--- src/rtl/protobuf_field_encoder_unit_assert.svh ---
// Assertion macros used by the protobuf field encoder back end.
`ifndef PROTOBUF_FIELD_ENCODER_UNIT_ASSERT_SVH
`define PROTOBUF_FIELD_ENCODER_UNIT_ASSERT_SVH

// Checks that the consequent holds in the same cycle as the antecedent.
`define PBFE_ASSERT_NOW(label, ante, cons, msg) \
   label: assert property (@(posedge clock) disable iff (reset) (ante) |-> (cons)) \
      else $error(msg);

// Checks that the consequent holds in the cycle after the antecedent.
`define PBFE_ASSERT_NEXT(label, ante, cons, msg) \
   label: assert property (@(posedge clock) disable iff (reset) (ante) |=> (cons)) \
      else $error(msg);

`endif

--- src/rtl/pbfe_pkg.sv ---
// Shared type, constants and helper function of the protobuf field encoder.
`default_nettype none

package pbfe_pkg;

   localparam int MAX_VARINT_BYTES   = 10;
   localparam int VARINT_GROUP_BITS  = 7;
   localparam int VARINT_PAD_WIDTH   = VARINT_GROUP_BITS * MAX_VARINT_BYTES;
   localparam int LIMIT_WIDTH        = 16;
   localparam int KIND_WIDTH         = 3;
   localparam int FIELD_NUM_WIDTH    = 29;
   localparam int VALUE_WIDTH        = 64;
   localparam int TAG_WIDTH          = FIELD_NUM_WIDTH + 3;
   localparam int REQ_DATA_WIDTH     = 96;
   localparam int BYTE_WIDTH         = 8;
   localparam int QUEUE_DEPTH        = 4;
   localparam int QUEUE_PTR_WIDTH    = $clog2(QUEUE_DEPTH);
   localparam int QUEUE_COUNT_WIDTH  = QUEUE_PTR_WIDTH + 1;

   localparam logic [LIMIT_WIDTH-1:0] LIMIT_RESET = 16'hFFFF;

   localparam logic [KIND_WIDTH-1:0] KIND_UVARINT = 3'd0;
   localparam logic [KIND_WIDTH-1:0] KIND_ZIGZAG  = 3'd1;
   localparam logic [KIND_WIDTH-1:0] KIND_FIXED32 = 3'd2;
   localparam logic [KIND_WIDTH-1:0] KIND_FIXED64 = 3'd3;
   localparam logic [KIND_WIDTH-1:0] KIND_LENGTH  = 3'd4;
   localparam logic [KIND_WIDTH-1:0] KIND_RAW     = 3'd5;
   localparam logic [KIND_WIDTH-1:0] KIND_RESTART = 3'd6;

   localparam logic [2:0] WIRE_VARINT = 3'd0;
   localparam logic [2:0] WIRE_I64    = 3'd1;
   localparam logic [2:0] WIRE_LEN    = 3'd2;
   localparam logic [2:0] WIRE_I32    = 3'd5;

   typedef struct packed {
      logic                   err;
      logic [TAG_WIDTH-1:0]   tag;
      logic [2:0]             tag_len;
      logic [VALUE_WIDTH-1:0] body;
      logic [3:0]             body_len;
      logic                   body_varint;
   } desc_type;

   // Number of 7-bit groups a varint of this value needs, at least one.
   function automatic logic [3:0] varint_len(input logic [VALUE_WIDTH-1:0] v);
      logic [VARINT_PAD_WIDTH-1:0] w;
      logic [3:0]                  n;
      w = VARINT_PAD_WIDTH'(v);
      n = 4'd1;
      for (int i = 1; i < MAX_VARINT_BYTES; i++) begin
         if (|w[VARINT_GROUP_BITS*i +: VARINT_GROUP_BITS]) begin
            n = 4'(i + 1);
         end
      end
      return n;
   endfunction

endpackage

`default_nettype wire

--- src/rtl/pbfe_front.sv ---
// Front end: accepts items, sizes the encoding, checks the buffer budget and queues work.
`default_nettype none

module pbfe_front #(
   parameter int COUNT_BITS = 16
) (
   input  wire                                   clock,
   input  wire                                   reset,
   input  wire                                   req_tvalid,
   output logic                                  req_tready,
   input  wire  [pbfe_pkg::KIND_WIDTH-1:0]       req_tuser,
   input  wire  [pbfe_pkg::REQ_DATA_WIDTH-1:0]   req_tdata,
   input  wire                                   csr_wr_en,
   input  wire  [pbfe_pkg::LIMIT_WIDTH-1:0]      csr_wr_data,
   output logic                                  q_push,
   output pbfe_pkg::desc_type                    q_desc,
   input  wire                                   q_full
);

   localparam int CMP_WIDTH =
      ((COUNT_BITS > pbfe_pkg::LIMIT_WIDTH) ? COUNT_BITS : pbfe_pkg::LIMIT_WIDTH) + 1;

   logic [pbfe_pkg::LIMIT_WIDTH-1:0]       limit_ff;
   logic [COUNT_BITS-1:0]                  count_ff, count_in;
   logic                                   sticky_ff, sticky_in;

   logic [pbfe_pkg::KIND_WIDTH-1:0]        kind;
   logic [pbfe_pkg::FIELD_NUM_WIDTH-1:0]   fnum;
   logic [pbfe_pkg::VALUE_WIDTH-1:0]       val;
   logic [pbfe_pkg::VALUE_WIDTH-1:0]       zigzag;
   logic                                   accept;
   logic                                   is_field;
   logic                                   is_raw;
   logic [2:0]                             wire_type;
   logic [pbfe_pkg::VALUE_WIDTH-1:0]       body;
   logic                                   body_varint;
   logic [3:0]                             fixed_len;
   logic [3:0]                             body_len;
   logic [pbfe_pkg::TAG_WIDTH-1:0]         tag;
   logic [2:0]                             tag_len;
   logic [3:0]                             total_len;
   logic [CMP_WIDTH-1:0]                   mask_ext, limit_ext, sum_ext;
   logic                                   overflow;

   assign kind   = req_tuser;
   assign fnum   = req_tdata[pbfe_pkg::FIELD_NUM_WIDTH-1:0];
   assign val    = req_tdata[pbfe_pkg::FIELD_NUM_WIDTH +: pbfe_pkg::VALUE_WIDTH];
   assign zigzag = {val[pbfe_pkg::VALUE_WIDTH-2:0], 1'b0}
                   ^ {pbfe_pkg::VALUE_WIDTH{val[pbfe_pkg::VALUE_WIDTH-1]}};

   assign req_tready = !q_full;
   assign accept     = req_tvalid && req_tready;

   always_comb begin
      is_field    = 1'b1;
      is_raw      = 1'b0;
      wire_type   = pbfe_pkg::WIRE_VARINT;
      body        = val;
      body_varint = 1'b1;
      fixed_len   = 4'd1;
      case (kind)
         pbfe_pkg::KIND_UVARINT: begin
            wire_type = pbfe_pkg::WIRE_VARINT;
         end
         pbfe_pkg::KIND_ZIGZAG: begin
            wire_type = pbfe_pkg::WIRE_VARINT;
            body      = zigzag;
         end
         pbfe_pkg::KIND_FIXED32: begin
            wire_type   = pbfe_pkg::WIRE_I32;
            body_varint = 1'b0;
            fixed_len   = 4'd4;
         end
         pbfe_pkg::KIND_FIXED64: begin
            wire_type   = pbfe_pkg::WIRE_I64;
            body_varint = 1'b0;
            fixed_len   = 4'd8;
         end
         pbfe_pkg::KIND_LENGTH: begin
            wire_type = pbfe_pkg::WIRE_LEN;
         end
         pbfe_pkg::KIND_RAW: begin
            is_raw      = 1'b1;
            body_varint = 1'b0;
            fixed_len   = 4'd1;
         end
         default: begin
            is_field = 1'b0;
         end
      endcase
   end

   assign tag       = {fnum, wire_type};
   assign tag_len   = is_raw ? 3'd0 : 3'(pbfe_pkg::varint_len(pbfe_pkg::VALUE_WIDTH'(tag)));
   assign body_len  = body_varint ? pbfe_pkg::varint_len(body) : fixed_len;
   assign total_len = 4'(tag_len) + body_len;

   assign mask_ext  = CMP_WIDTH'({COUNT_BITS{1'b1}});
   assign limit_ext = (CMP_WIDTH'(limit_ff) < mask_ext) ? CMP_WIDTH'(limit_ff) : mask_ext;
   assign sum_ext   = CMP_WIDTH'(count_ff) + CMP_WIDTH'(total_len);
   assign overflow  = sticky_ff || (sum_ext > limit_ext);

   always_comb begin
      count_in  = count_ff;
      sticky_in = sticky_ff;
      if (accept) begin
         if (kind == pbfe_pkg::KIND_RESTART) begin
            count_in  = '0;
            sticky_in = 1'b0;
         end else if (is_field) begin
            if (overflow) begin
               sticky_in = 1'b1;
            end else begin
               count_in = sum_ext[COUNT_BITS-1:0];
            end
         end
      end
   end

   assign q_push = accept && is_field;

   always_comb begin
      if (overflow) begin
         q_desc.err         = 1'b1;
         q_desc.tag         = '0;
         q_desc.tag_len     = 3'd0;
         q_desc.body        = '0;
         q_desc.body_len    = 4'd1;
         q_desc.body_varint = 1'b0;
      end else begin
         q_desc.err         = 1'b0;
         q_desc.tag         = tag;
         q_desc.tag_len     = tag_len;
         q_desc.body        = body;
         q_desc.body_len    = body_len;
         q_desc.body_varint = body_varint;
      end
   end

   always_ff @(posedge clock) begin
      if (reset) begin
         limit_ff  <= pbfe_pkg::LIMIT_RESET;
         count_ff  <= '0;
         sticky_ff <= 1'b0;
      end else begin
         if (csr_wr_en) begin
            limit_ff <= csr_wr_data;
         end
         count_ff  <= count_in;
         sticky_ff <= sticky_in;
      end
   end

endmodule

`default_nettype wire

--- src/rtl/pbfe_queue.sv ---
// Short work queue that decouples the front end from the byte emitter.
`default_nettype none

module pbfe_queue (
   input  wire                 clock,
   input  wire                 reset,
   input  wire                 push,
   input  pbfe_pkg::desc_type  push_desc,
   output logic                full,
   input  wire                 pop,
   output logic                pop_valid,
   output pbfe_pkg::desc_type  pop_desc
);

   pbfe_pkg::desc_type                        entry_ff [pbfe_pkg::QUEUE_DEPTH];
   logic [pbfe_pkg::QUEUE_PTR_WIDTH-1:0]      wr_ptr_ff, rd_ptr_ff;
   logic [pbfe_pkg::QUEUE_COUNT_WIDTH-1:0]    count_ff;

   assign full      = (count_ff == pbfe_pkg::QUEUE_COUNT_WIDTH'(pbfe_pkg::QUEUE_DEPTH));
   assign pop_valid = (count_ff != '0);
   assign pop_desc  = entry_ff[rd_ptr_ff];

   always_ff @(posedge clock) begin
      if (push) begin
         entry_ff[wr_ptr_ff] <= push_desc;
      end
   end

   always_ff @(posedge clock) begin
      if (reset) begin
         wr_ptr_ff <= '0;
         rd_ptr_ff <= '0;
         count_ff  <= '0;
      end else begin
         if (push) begin
            wr_ptr_ff <= wr_ptr_ff + 1'b1;
         end
         if (pop) begin
            rd_ptr_ff <= rd_ptr_ff + 1'b1;
         end
         if (push && !pop) begin
            count_ff <= count_ff + 1'b1;
         end else if (pop && !push) begin
            count_ff <= count_ff - 1'b1;
         end
      end
   end

endmodule

`default_nettype wire

--- src/rtl/pbfe_back.sv ---
// Back end: queued work becomes registered wire bytes, one item per cycle unless stalled.
`default_nettype none
`include "protobuf_field_encoder_unit_assert.svh"

module pbfe_back (
   input  wire                                clock,
   input  wire                                reset,
   input  wire                                q_valid,
   input  pbfe_pkg::desc_type                 q_desc,
   output logic                               q_pop,
   output logic                               rsp_tvalid,
   input  wire                                rsp_tready,
   output logic [pbfe_pkg::BYTE_WIDTH-1:0]    rsp_tdata,
   output logic                               rsp_tlast,
   output logic                               rsp_tuser
);

   logic                                 active_ff, active_in;
   logic                                 err_ff, err_in;
   logic [pbfe_pkg::TAG_WIDTH-1:0]       tag_ff, tag_in;
   logic [2:0]                           tag_left_ff, tag_left_in;
   logic [pbfe_pkg::VALUE_WIDTH-1:0]     body_ff, body_in;
   logic [3:0]                           body_left_ff, body_left_in;
   logic                                 varint_ff, varint_in;

   logic                                 out_valid_ff, out_valid_in;
   logic [pbfe_pkg::BYTE_WIDTH-1:0]      out_byte_ff, out_byte_in;
   logic                                 out_last_ff, out_last_in;
   logic                                 out_err_ff, out_err_in;

   logic                                 out_free;
   logic                                 step;
   logic                                 emit_last;
   logic                                 load;
   logic [pbfe_pkg::BYTE_WIDTH-1:0]      emit_byte;

   assign out_free  = !out_valid_ff || rsp_tready;
   assign step      = active_ff && out_free;
   assign emit_last = (tag_left_ff == 3'd0) && (body_left_ff == 4'd1);
   assign load      = q_valid && (!active_ff || (step && emit_last));
   assign q_pop     = load;

   always_comb begin
      if (tag_left_ff != 3'd0) begin
         emit_byte = {(tag_left_ff > 3'd1), tag_ff[6:0]};
      end else if (varint_ff) begin
         emit_byte = {(body_left_ff > 4'd1), body_ff[6:0]};
      end else begin
         emit_byte = body_ff[pbfe_pkg::BYTE_WIDTH-1:0];
      end
   end

   always_comb begin
      active_in    = active_ff;
      err_in       = err_ff;
      tag_in       = tag_ff;
      tag_left_in  = tag_left_ff;
      body_in      = body_ff;
      body_left_in = body_left_ff;
      varint_in    = varint_ff;
      if (load) begin
         active_in    = 1'b1;
         err_in       = q_desc.err;
         tag_in       = q_desc.tag;
         tag_left_in  = q_desc.tag_len;
         body_in      = q_desc.body;
         body_left_in = q_desc.body_len;
         varint_in    = q_desc.body_varint;
      end else if (step && emit_last) begin
         active_in = 1'b0;
      end else if (step) begin
         if (tag_left_ff != 3'd0) begin
            tag_in      = tag_ff >> 7;
            tag_left_in = tag_left_ff - 3'd1;
         end else begin
            body_in      = varint_ff ? (body_ff >> 7) : (body_ff >> 8);
            body_left_in = body_left_ff - 4'd1;
         end
      end
   end

   always_comb begin
      out_valid_in = out_valid_ff;
      out_byte_in  = out_byte_ff;
      out_last_in  = out_last_ff;
      out_err_in   = out_err_ff;
      if (step) begin
         out_valid_in = 1'b1;
         out_byte_in  = emit_byte;
         out_last_in  = emit_last;
         out_err_in   = err_ff;
      end else if (rsp_tready) begin
         out_valid_in = 1'b0;
      end
   end

   always_ff @(posedge clock) begin
      if (reset) begin
         active_ff    <= 1'b0;
         out_valid_ff <= 1'b0;
      end else begin
         active_ff    <= active_in;
         out_valid_ff <= out_valid_in;
      end
   end

   always_ff @(posedge clock) begin
      err_ff       <= err_in;
      tag_ff       <= tag_in;
      tag_left_ff  <= tag_left_in;
      body_ff      <= body_in;
      body_left_ff <= body_left_in;
      varint_ff    <= varint_in;
      out_byte_ff  <= out_byte_in;
      out_last_ff  <= out_last_in;
      out_err_ff   <= out_err_in;
   end

   assign rsp_tvalid = out_valid_ff;
   assign rsp_tdata  = out_byte_ff;
   assign rsp_tlast  = out_last_ff;
   assign rsp_tuser  = out_err_ff;

   `PBFE_ASSERT_NOW(a_err_single, out_valid_ff && out_err_ff,
                    out_last_ff && (out_byte_ff == '0), "error item is not a lone zero item")
   `PBFE_ASSERT_NOW(a_body_left, active_ff, body_left_ff != 4'd0,
                    "active work has no body bytes left")
   `PBFE_ASSERT_NOW(a_err_no_tag, active_ff && err_ff, tag_left_ff == 3'd0,
                    "rejected work carries tag bytes")
   `PBFE_ASSERT_NEXT(a_stay_active, step && !emit_last, active_ff,
                     "work dropped before its last byte")

endmodule

`default_nettype wire

--- src/rtl/protobuf_field_encoder_unit.sv ---
// The first byte of an item passes through the queue, the emitter's work registers
// and the output register. Throughput: one output item per cycle unless rsp_tready
// stalls; a field of n bytes (1 to 15) holds the byte emitter until all n are out,
// while the front end accepts one item per cycle into a four-entry queue unless it
// is full. Restart and unused kinds emit nothing. Reset: synchronous; clears the
// byte count, sticky error and queue, and sets the buffer limit to 65535.
`default_nettype none

module protobuf_field_encoder_unit #(
   parameter int COUNT_BITS = 16
) (
   input  wire                                  clock,
   input  wire                                  reset,
   input  wire                                  req_tvalid,
   output logic                                 req_tready,
   // Fields from bit 0: field_id[28:0], field_value[92:29], zero pad.
   input  wire  [pbfe_pkg::REQ_DATA_WIDTH-1:0]  req_tdata,
   // Fields from bit 0: req_type[2:0].
   input  wire  [pbfe_pkg::KIND_WIDTH-1:0]      req_tuser,
   output logic                                 rsp_tvalid,
   input  wire                                  rsp_tready,
   // Fields from bit 0: out_byte[7:0].
   output logic [pbfe_pkg::BYTE_WIDTH-1:0]      rsp_tdata,
   output logic                                 rsp_tlast,
   // Fields from bit 0: overflow_error.
   output logic                                 rsp_tuser,
   input  wire                                  csr_wr_en,
   input  wire  [pbfe_pkg::LIMIT_WIDTH-1:0]     csr_wr_data
);

   logic                q_push;
   logic                q_full;
   logic                q_pop;
   logic                q_valid;
   pbfe_pkg::desc_type  push_desc;
   pbfe_pkg::desc_type  pop_desc;

   pbfe_front #(
      .COUNT_BITS (COUNT_BITS)
   ) u_front (
      .clock       (clock),
      .reset       (reset),
      .req_tvalid  (req_tvalid),
      .req_tready  (req_tready),
      .req_tuser   (req_tuser),
      .req_tdata   (req_tdata),
      .csr_wr_en   (csr_wr_en),
      .csr_wr_data (csr_wr_data),
      .q_push      (q_push),
      .q_desc      (push_desc),
      .q_full      (q_full)
   );

   pbfe_queue u_queue (
      .clock     (clock),
      .reset     (reset),
      .push      (q_push),
      .push_desc (push_desc),
      .full      (q_full),
      .pop       (q_pop),
      .pop_valid (q_valid),
      .pop_desc  (pop_desc)
   );

   pbfe_back u_back (
      .clock      (clock),
      .reset      (reset),
      .q_valid    (q_valid),
      .q_desc     (pop_desc),
      .q_pop      (q_pop),
      .rsp_tvalid (rsp_tvalid),
      .rsp_tready (rsp_tready),
      .rsp_tdata  (rsp_tdata),
      .rsp_tlast  (rsp_tlast),
      .rsp_tuser  (rsp_tuser)
   );

endmodule

`default_nettype wire
--- config.mk ---
export PLATFORM = sky130hd
export DESIGN_NAME = protobuf_field_encoder_unit
export DESIGN_NICKNAME = d
export VERILOG_FILES = /design/src/rtl/pbfe_pkg.sv /design/src/rtl/pbfe_front.sv /design/src/rtl/pbfe_queue.sv /design/src/rtl/pbfe_back.sv /design/src/rtl/protobuf_field_encoder_unit.sv
export VERILOG_INCLUDE_DIRS = /design/src /design/src/rtl
export SDC_FILE = /design/constraint.sdc
export NUM_CORES = 1
export LEC_CHECK = 0
export ABC_CLOCK_PERIOD_IN_PS = 7610
export BUFFER_PORTS_ARGS = -buffer_cell sky130_fd_sc_hd__buf_4
export CAP_MARGIN = 20
export CORE_AREA = 2 2 215 217
export DETAILED_ROUTE_END_ITERATION = 10
export DIE_AREA = 0 0 217 219
export PLACE_DENSITY_LB_ADDON = 0.2
export SYNTH_ARGS = -nofsm -noshare
export SYNTH_HDL_FRONTEND = slang
export SYNTH_HIERARCHICAL = 1
export SYNTH_SLANG_ARGS = --single-unit
--- constraint.sdc ---
create_clock -name clock -period 7.61 [get_ports clock]
set_clock_uncertainty 0.2 [all_clocks]
set_input_delay 0.3805 -clock clock [delete_from_list [all_inputs] [get_ports clock]]
set_output_delay 0.3805 -clock clock [all_outputs]
set_load 0.02 [all_outputs]
==> results of run 1 <==
==> placed cells by master, fill, tap and decap left out, drive strengths merged, types with 44 or more instances in the layout <==
cell         instances
a211oi              67
and3                44
buf                224
clkbuf              70
dfxtp               44
dlygate4sd3         80
edfxtp             535
inv                 47
mux2               142
mux4               105
nand2               77
nor2               101
xnor2               70
==> stage by stage <==
step / power (mW) / hold slack [ns] / instances
after floorplan: 7.046 / 0.2003 / 1652
after global placement: 7.665 / 0.2382 / 2368
after detailed placement: 7.747 / 0.2429 / 2368
after global routing: 10.96 / 0.05165 / 2559
after CTS: 10.58 / 0.01516 / 2555
final: 10.51 / 0.05175 / 2559
==> worst max-delay path: stages <==
cell and delay [ns]:
buf_4 0.16, or4b_4 0.63, o22ai_1 0.17, a21oi_1 0.10, or2_2 0.30, and2_0 0.21
o311ai_0 0.57, nand3_1 0.19, ha_1 0.25, fa_1 0.52, inv_1 0.07, fa_1 0.43
nand3b_1 0.20, a21oi_1 0.27, nand3_1 0.20, nor2_1 0.15, xor2_1 0.26, ha_1 0.20
nand4_1 0.14, or4_1 0.63, a211oi_4 0.28, and2_1 0.24, inv_2 0.09, buf_12 0.17
a211oi_1 0.45
==> registers in the layout, indices dropped and copies added (netlist names), 3 cells and up, named ones only <==
name,cells
u_queue/entry_ff,420
u_back/rsp_tdata,8
u_back/tag_left_ff,3
u_front/count_ff,16
u_back/body_left_ff,4
u_back/tag_ff,32
u_front/limit_ff,16
u_queue/count_ff,3
u_back/body_ff,64
==> cells in the mapped netlist, drive strengths merged (8+ instances only) <==
library cell,number,area share
a211oi,67,0.019
a21oi,24,0.0046
a31oi,8,0.0019
and2,8,0.0019
and3,44,0.010
buf,45,0.014
clkbuf,61,0.0087
dfxtp,44,0.033
edfxtp,535,0.61
ha,34,0.016
inv,45,0.0064
mux2,142,0.068
mux2i,15,0.0057
mux4,105,0.090
nand2,77,0.011
nand3,24,0.0046
nand4,13,0.0031
nor2,101,0.014
nor2b,20,0.0048
nor3,28,0.0055
nor4,9,0.0027
o211ai,19,0.0054
o21ai,11,0.0021
o22ai,10,0.0024
xnor2,70,0.023
xor2,17,0.0056
==> repair_timing <==
action / CTS / global route
endpoints found under the setup margin: 0 / 258
resized for setup: 0 / 1
hold buffers: 80 / 0
hold endpoints to repair: 145 / 0
==> per-layer routing <==
| metal | vias to the layer above | global-route usage | share of wire |
|---|---|---|---|
| li1 | 6974 | - | - |
| met4 | 0 | 0.06918 | 0.024 |
| met2 | 521 | 0.4268 | 0.52 |
| met5 | - | 0 | 0 |
| met3 | 102 | 0.03410 | 0.053 |
| met1 | 7777 | 0.3257 | 0.41 |
==> final timing paths <==
path                                          from                                 to  slack [ns]  cells past startpoint
setup / recovery                      req_tuser[2]  u_queue/entry_ff[3][36]$_DFFE_PP_        0.41                     25
hold / removal                       req_tdata[34]  u_queue/entry_ff[1][10]$_DFFE_PP_        0.05                      3
setup reg to reg  u_front/count_ff[0]$_SDFFE_PP0P_  u_queue/entry_ff[3][36]$_DFFE_PP_        2.82                     16
hold reg to reg            u_back/err_ff$_DFFE_PP_         u_back/rsp_tuser$_DFFE_PP_        0.25                      0
==> cell families (layout without fill, tap and decap cells) <==
| group | Yosys count | in the layout |
|---|---|---|
| muxes | 262 | 262 |
| DFF | 579 | 579 |
| buffers and inverters | 152 | 457 |
| adders and majority gates | 37 | 37 |
| xor gates and xnor gates | 87 | 87 |
| and+or+nand+nor | 361 | 361 |
| other | 0 | 2 |
| AOI/OAI and AO/OA | 174 | 174 |
==> power groups by stage <==
stage	logic [mW]	clock network, mW	registers [mW]
floorplan	2.46	0	4.59
global placement	2.96	0	4.71
detailed placement	3.01	0	4.73
CTS	3.08	2.82	4.67
global route	3.35	2.95	4.66
finish	3.13	2.78	4.61
==> area by class of cell <==
cell class	count	area (um2)	area share
Tap cell	600	750.7	0.02421
Antenna cell	2	5.005	0.0001614
Inverter	46	172.7	0.005568
Timing Repair Buffer	304	2572	0.08295
Clock inverter	37	365.4	0.01178
Sequential cell	579	16950	0.5467
Clock buffer	70	1495	0.04821
Multi-Input combinational cell	921	8697	0.2804
==> metrics.md, run 1 <==
| Metric | Value |
|---|---|
| Layout cells sized above 1 | 0.2994 |
| Setup violations, final | 0 |
| Pint | 7.561 mW |
| Startpoint Class | primary input |
| CTS Buf Count | 57 |
| Crit-path max FO | 52 |
| Layout area overhead | 17.63% |
| Longest Clk Path Bufs | 3 |
| Sink Count | 579 |
| Final hold violations | 0 |
| Power Density | 338.9 mW/mm2 |
| Io pins | roughly 130 |
| Starting Density | 0.5847 |
| Leakage | 10.84 nW |
| Ys async rst share | 0 |
| Final WS setup | 0.4131 ns |
| Placed Area | between 0.02 and 0.03 mm2 |
| Worst vdd rail ir drop | 0.2446 mV |
| Largest net degree at the start of global routing | 69 |
| Worst-path clk slew | 0.06 ns |
| Clk Tree Root Cell | clkbuf_16 |
| Clock Latency Late Sink | roughly 0.62 ns |
| IO Port Bufs | 128 |
| Crit path capture type | flop |
| DP HPWL | 33.91 mm |
| CP Class | primary input to flop |
| Main synth FF type | edfxtp_1 |
| Synth Area in XOR/XNOR | 0.02890 |
| Setup Total Neg Slack | 0 ns |
| Final WL | about 57 mm |
| Finished Cell Area | slightly above 0.03 mm2 |
| Num rows | 78 |
| DRC viols | 0 |
| DR vias | 15370 |
| Largest family of logic cells by synthesized area | multiplexers |
| Status | finished, final reports clean |
| P_sw | 2.948 mW |
| Post-route minimum period | just over 7 ns |
| Fmax achieved | between 0.1 and 0.15 GHz |
| RSZ-0062 raised after global routing | false |
| Syn nets | 1809 |
| CTS tree | done |
| Final design utilization | 0.6878 |
| DR vias/cell | 6.008 |
| Final period util | 0.9457 |
| Mapped Avg Cell Area | 15.96 um2 |
| WP data required | slightly below 8 ns |
| Sequential area share after synthesis | 0.6427 |
| Die Span Y | 219 um |
| Fin nets | 2066 |
| Clk pwr share | 0.264 |
| Post-synthesis simple-gate area fraction | 0.06976 |
| Die W | 217 um |
| Sw frac | 0.2805 |
| Core Region | approximately 0.045 mm2 |
| Library cells used by synthesis | just over 70 |
| Worst Tran Pin Value | 1.053 ns |
| CP Data Arrival Time | around 7.3 ns |
| Htree depth | 2 |
| Die area | around 0.048 mm2 |
| Adder-cell share of the synthesized area | 0.01841 |
| First-pass iteration count of the detailed router | 5 |
| Type of the most critical hold path | primary input to flop |
| Vias in the first global route | 15650 |
| Seq pwr share | 0.438 |
| GR Overflow Total | 0 |
| Wire length per cell | ~22 um |
| Placer Congestion | around 0.79 |
| Antenna-violating nets left | 0 |
| All-Layer GR Usage | 0.2454 |
| Initial antenna violation count | 2 |
| Post-Synthesis Cells | 1652 |
| Number of enable flip-flop cells after synthesis | roughly 540 |
| Multiplexer area fraction after synthesis | 0.1632 |
| # fillers | approximately 3000 |
| Comb pwr share | 0.297 |
| Setup WS pre-CTS | -0.1677 ns |
| Max_cap viols | 0 |
| Yosys reg bits | 579 |
| Synth Area in Compound Gates | 0.04765 |
| First-pass GRT wire length | 89.08 mm |
| DR iter-0 viols | about 1300 |
| Cell Area, Synth | 0.02637 mm2 |
| Post-CTS Setup Bufs | 0 |
| Yosys warns | 6 |
| Max Transition Viols Final | 0 |
| Slew HR | 0.2936 |
Power figures use the tool's default switching activity.
==> run 2, diff against run 1 <==
==> constraint.sdc (replaced) <==
create_clock -name clock -period 7.61 [get_ports clock]
set_clock_uncertainty 0.2 [all_clocks]
set_input_delay 1.1415 -clock clock [delete_from_list [all_inputs] [get_ports clock]]
set_output_delay 1.1415 -clock clock [all_outputs]
set_load 0.02 [all_outputs]
==> metrics.md, run 2 (synthesis results as in run 1) <==
| Metric | Value |
|---|---|
| Worst Tran Pin Value | 1.098 ns |
| Starting Density | 0.5847 |
| Finished Cell Area | 0.03101 mm2 |
| Num rows | 78 |
| Die area | 0.04752 mm2 |
| Largest net degree at the start of global routing | 69 |
| Layout area overhead | 17.63% |
| Final WL | 56.13 mm |
| Largest register FFs | 420 |
| Clock Latency Late Sink | 0.62 ns |
| IO Port Bufs | 128 |
| Core Region | about 0.045 mm2 |
| Type of the most critical hold path | flop to flop |
| Worst path bufs/invs | 8 |
| DR vias | 15270 |
| Vias in the first global route | 15340 |
| GR Overflow Total | 0 |
| Final WS setup | 0.1485 ns |
| Longest Clk Path Bufs | 3 |
| Status | finished, final reports clean |
| Fmax achieved | 0.1340 GHz |
| Largest reg by FF count | u_queue/entry_ff |
| First-pass GRT wire length | 86.30 mm |
| DP HPWL | between 30 and 40 mm |
| Multi-input combinational cell area | 0.008947 mm2 |
| DR vias/cell | 5.980 |
| Most frequent cells in the layout | edfxtp_1 (535), buf_4 (293), mux4_2 (105), nor2_1 (99), mux2_2 (92) |
| Power Density | 338.0 mW/mm2 |
| CTS tree | done |
| Crit-path max cell delay | 0.60 ns |
| Sink Count | between 500 and 600 |
| Placer Congestion | 0.8080 |
| Slew HR | 0.2682 |
| Ant diodes | 0 |
| Fin nets | 2063 |
| Cts hold-fix bufs | 0 |
| Setup violations, final | 0 |
| Placed Area | 0.02880 mm2 |
| Largest regs | u_queue/entry_ff x420, u_back/body_ff x64, u_back/tag_ff x32 |
| Crit-path max FO | 40 |
| Worst vdd rail ir drop | 0.2349 mV |
| Layout cells sized above 1 | 0.3634 |
| All-Layer GR Usage | 0.2366 |
| Worst-path clk slew | 0.06 ns |
| # fillers | 3033 |
| Crit-path most repeated cell | buf_4 |
| Clk Tree Root Cell | clkbuf_16 |
| Max_cap viols | 0 |
| CTS Buf Count | 57 |
| First-pass iteration count of the detailed router | 7 |
| Antenna-violating nets left | 0 |
| Final period util | 0.9805 |
| Die Span Y | 219 um |
| WP data required | 7.88 ns |
| Most common cell after layout, fill and taps aside | edfxtp_1 |
| Max Transition Viols Final | 0 |
| Hold slack | ~0.25 ns |
| Io pins | roughly 130 |
| Final hold violations | 0 |
| Crit path capture type | flop |
| CP Class | primary input to flop |
| Htree depth | 2 |
| DR iter-0 viols | about 1300 |
| Inst Count DP | around 2400 |
| Total power | 10.48 mW |
| Post-route minimum period | 7.462 ns |
| CP Data Arrival Time | 7.74 ns |
| Setup WS pre-CTS | -0.7990 ns |
| Sequential Area | 0.01695 mm2 |
| Die W | 217 um |
| Fin cells | 2554 |
| Leakage | 10.98 nW |
| DRC viols | 0 |
| Crit path max-delay family | simple AND/OR/NAND/NOR gates |
| Slowest-stage cell, CP | or4b_4 |
| Wire length per cell | 21.98 um |
| Startpoint Class | primary input |
| Initial antenna violation count | 0 |
| RSZ-0062 raised after global routing | true |
## run 2: changes by cell type in the layout (fill, tap and decap cells not counted), moves of 3 or more
cell | before | now
a211oi_1 | 66 | 35
clkbuf_8 | 2 | 6
bufinv_16 | 6 | 3
a21oi_1 | 23 | 20
buf_4 | 218 | 293
dlygate4sd3_1 | 80 | 0
a211oi_2 | 0 | 29
## run 2: worst register-to-register path, stage by stage (launching register included)
cell and delay (ns):
dfxtp_1 0.33, ha_1 0.18, inv_1 0.06, fa_1 0.38, nand3b_1 0.24, a21oi_4 0.29
nand3_2 0.12, xnor2_2 0.17, ha_1 0.30, and4_1 0.20, nand2_1 0.11, or4_4 0.55
a211oi_4 0.25, and2_4 0.19, inv_2 0.07, buf_12 0.17, a211oi_2 0.30, buf_4 0.17
## run 2: worst paths after layout
kind | start | end | slack [ns] | cells past startpoint
max reg2reg | u_front/count_ff[0]$_SDFFE_PP0P_ | u_queue/entry_ff[0][23]$_DFFE_PP_ | 3.20 | 17
min reg2reg | u_back/err_ff$_DFFE_PP_ | u_back/rsp_tuser$_DFFE_PP_ | 0.25 | 0
min | u_back/err_ff$_DFFE_PP_ | u_back/rsp_tuser$_DFFE_PP_ | 0.25 | 0
max | req_tdata[92] | u_queue/entry_ff[0][23]$_DFFE_PP_ | 0.15 | 29
## run 2: cell type report
class | count | area share
repair buffers | 301 | 0.07601
multi-input cells | 921 | 0.2885
clock buffers | 76 | 0.05160
well taps | 600 | 0.02421
inverters | 46 | 0.005567
flip-flops and latches | 579 | 0.5467
clock inverters | 31 | 0.007464
## run 2: metrics by stage
step | util | setup TNS, ns
2_1_floorplan | - | 0
3_3_place_gp | 0.6388 | -259.99
3_5_place_dp | 0.6388 | -284.69
4_1_cts | 0.6795 | 0
5_1_grt | 0.6878 | -3.525
6_report | 0.6878 | 0
## run 2: power breakdown
part	total, mW	leakage [nW]	switching, mW	internal (mW)
logic	3.12	4.77	1.49	1.63
registers	4.62	5.32	0.286	4.33
clock network	2.74	0.897	1.17	1.57
total	10.5	11.0	2.95	7.54
## run 2: what timing repair did
action	in CTS	in global routing
resized for setup	2	52
gates cloned	0	0
setup endpoints to repair	366	396
pin swaps	0	13
setup buffers	0	6
## run 2: metal layers
layer / up-vias / GRT usage / share of wire
li1: 6971 / - / -
met5: - / 0 / 0
met2: 444 / 0.4109 / 0.51
met4: 0 / 0.07443 / 0.024
met1: 7767 / 0.3136 / 0.42
met3: 90 / 0.02966 / 0.048
==> run 3, diff against run 2 <==
Settings changed: CTS_BUF_LIST set to sky130_fd_sc_hd__clkbuf_8 sky130_fd_sc_hd__clkbuf_16, RECOVER_POWER set to 50.
==> metrics.md, run 3 (synthesis results as in run 1) <==
| Metric | Value |
|---|---|
| Largest regs | u_queue/entry_ff x420, u_back/body_ff x64, u_back/tag_ff x32 |
| Final WL | 56.32 mm |
| Crit-path max cell delay | 0.60 ns |
| Crit path capture type | flop |
| Cts hold-fix bufs | 0 |
| Crit-path max FO | 40 |
| Worst vdd rail ir drop | 0.2171 mV |
| DR iter-0 viols | 1267 |
| Crit-path most repeated cell | buf_4 |
| Vias in the first global route | 15340 |
| Final period util | 0.9847 |
| Most common cell after layout, fill and taps aside | edfxtp_1 |
| Critical R2R Capture | u_queue/entry_ff[1][19]$_DFFE_PP_ |
| RSZ-0062 raised after global routing | true |
| Status | finished with violations |
| CP Class | primary input to flop |
| Max Transition Viols Final | between 500 and 600 |
| Final hold violations | 0 |
| Leakage | 10.69 nW |
| Clk Tree Root Cell | clkbuf_16 |
| Starting Density | 0.5847 |
| DRC viols | 0 |
| Layout area overhead | 16.39% |
| GR Overflow Total | 0 |
| DP HPWL | around 34 mm |
| Die W | 217 um |
| Setup slack, reg-to-reg | 1.17 ns |
| DR vias | between 15000 and 20000 |
| R2R cell count | 7 |
| Slew HR | -1.734 |
| Longest Clk Path Bufs | 3 |
| CP Data Arrival Time | 7.77 ns |
| Die Span Y | 219 um |
| Clock Latency Late Sink | roughly 0.61 ns |
| Hold slack | around 0.24 ns |
| Hold path endpoint | u_back/rsp_tuser$_DFFE_PP_ |
| Worst r2r src | u_queue/count_ff[1]$_SDFFE_PP0P_ |
| Most frequent cells in the layout | edfxtp_1 (535), buf_4 (267), mux4_2 (105), nor2_1 (99), mux2_2 (91) |
| Largest net degree at the start of global routing | 69 |
| Core Region | about 0.045 mm2 |
| Htree depth | 2 |
| Total power | about 10 mW |
| Placer Congestion | 0.8080 |
| Hold Crit Depth | 0 |
| First-pass iteration count of the detailed router | 5 |
| CTS Buf Count | 57 |
| DR vias/cell | approximately 6 |
| Final WS setup | 0.1164 ns |
| Layout cells sized above 1 | 0.3219 |
| Antenna-violating nets left | 0 |
| Setup violations, final | 0 |
| CTS tree | done |
| Sink Count | 579 |
| Startpoint Class | primary input |
| Power Density | 335.6 mW/mm2 |
| Worst Tran Pin Value | between 4 and 5 ns |
| Worst Hold Launch | u_back/err_ff$_DFFE_PP_ |
| Initial antenna violation count | 0 |
| Largest register FFs | 420 |
| Max_cap viols | 12 |
| Final design utilization | 0.6806 |
| Io pins | 132 |
| Wire length per cell | ~22 um |
| Die area | 0.04752 mm2 |
| Largest reg by FF count | u_queue/entry_ff |
| Slowest-stage cell, CP | or4b_4 |
| Failing checks | capacitance limit, slew limit |
| WP data required | just under 8 ns |
| First-pass GRT wire length | 86.28 mm |
| Worst-path clk slew | about 0.06 ns |
| All-Layer GR Usage | 0.2366 |
| # fillers | 3116 |
| Ant diodes | 0 |
| Post-route minimum period | 7.494 ns |
| Fin nets | 2063 |
| Type of the most critical hold path | flop to flop |
| IO Port Bufs | 128 |
| Fmax achieved | 0.1334 GHz |
| Num rows | a little under 80 |
| Setup WS pre-CTS | -0.7990 ns |
run 3: metrics by stage:
step | cells | cell area [um2] | setup TNS, ns
finish | 2554 | 30690 | 0
global route | 2554 | 30690 | -3.520
CTS | 2545 | 30640 | 0
detailed placement | 2438 | 28800 | -284.69
global placement | 2438 | 28800 | -259.99
floorplan | 1652 | 26380 | 0
run 3: power by group:
| group | switching, mW | internal [mW] | leakage, nW |
|---|---|---|---|
| clock | 1.17 | 1.56 | 0.943 |
| sequential | 0.283 | 4.37 | 5.31 |
| combinational | 1.47 | 1.45 | 4.44 |
| total | 2.92 | 7.38 | 10.7 |
run 3: worst max-delay path, delay by kind of cell:
| family | cells | cell delay (ns) |
|---|---|---|
| compound gates | 6 | 1.38 |
| xor+xnor | 2 | 0.32 |
| fa+ha+maj | 3 | 0.90 |
| buf+inv | 8 | 1.16 |
| simple gates | 10 | 2.83 |
run 3: per-layer routing:
metal	track usage	part of all wire	vias up
li1	-	-	6979
met4	0.07443	0.025	0
met3	0.02966	0.049	102
met2	0.4110	0.50	425
met5	0	0	-
met1	0.3134	0.42	7753
run 3: layout make-up:
type | count | area (um2) | share of cell area
clock inverter | 42 | 272.8 | 0.008889
tap | 600 | 750.7 | 0.02446
sequential | 579 | 16950 | 0.5522
multi-input combinational | 921 | 8737 | 0.2847
timing repair buffer | 301 | 2248 | 0.07327
inverter | 46 | 172.7 | 0.005627
clock buffer | 65 | 1559 | 0.05080
run 3: how the worst max path moves through the flow:
stage,from,end,slack [ns],cells past startpoint
final,req_tdata[92],u_queue/entry_ff[2][23]$_DFFE_PP_,0.12,29
after global routing,req_tdata[92],u_queue/entry_ff[2][54]$_DFFE_PP_,-0.05,29
after CTS,req_tuser[2],u_queue/entry_ff[3][52]$_DFFE_PP_,0.05,28
after detailed placement,req_tuser[1],u_queue/entry_ff[3][52]$_DFFE_PP_,-0.80,27
after global placement,req_tuser[1],u_queue/entry_ff[2][52]$_DFFE_PP_,-0.76,27
after floorplan,req_tuser[2],u_queue/entry_ff[0][23]$_DFFE_PP_,0.05,26
run 3: what timing repair did:
item / in CTS / in global routing
buffers inserted: 0 / 6
pin swaps: 0 / 13
gates resized for setup: 2 / 52
setup endpoints to repair: 366 / 396
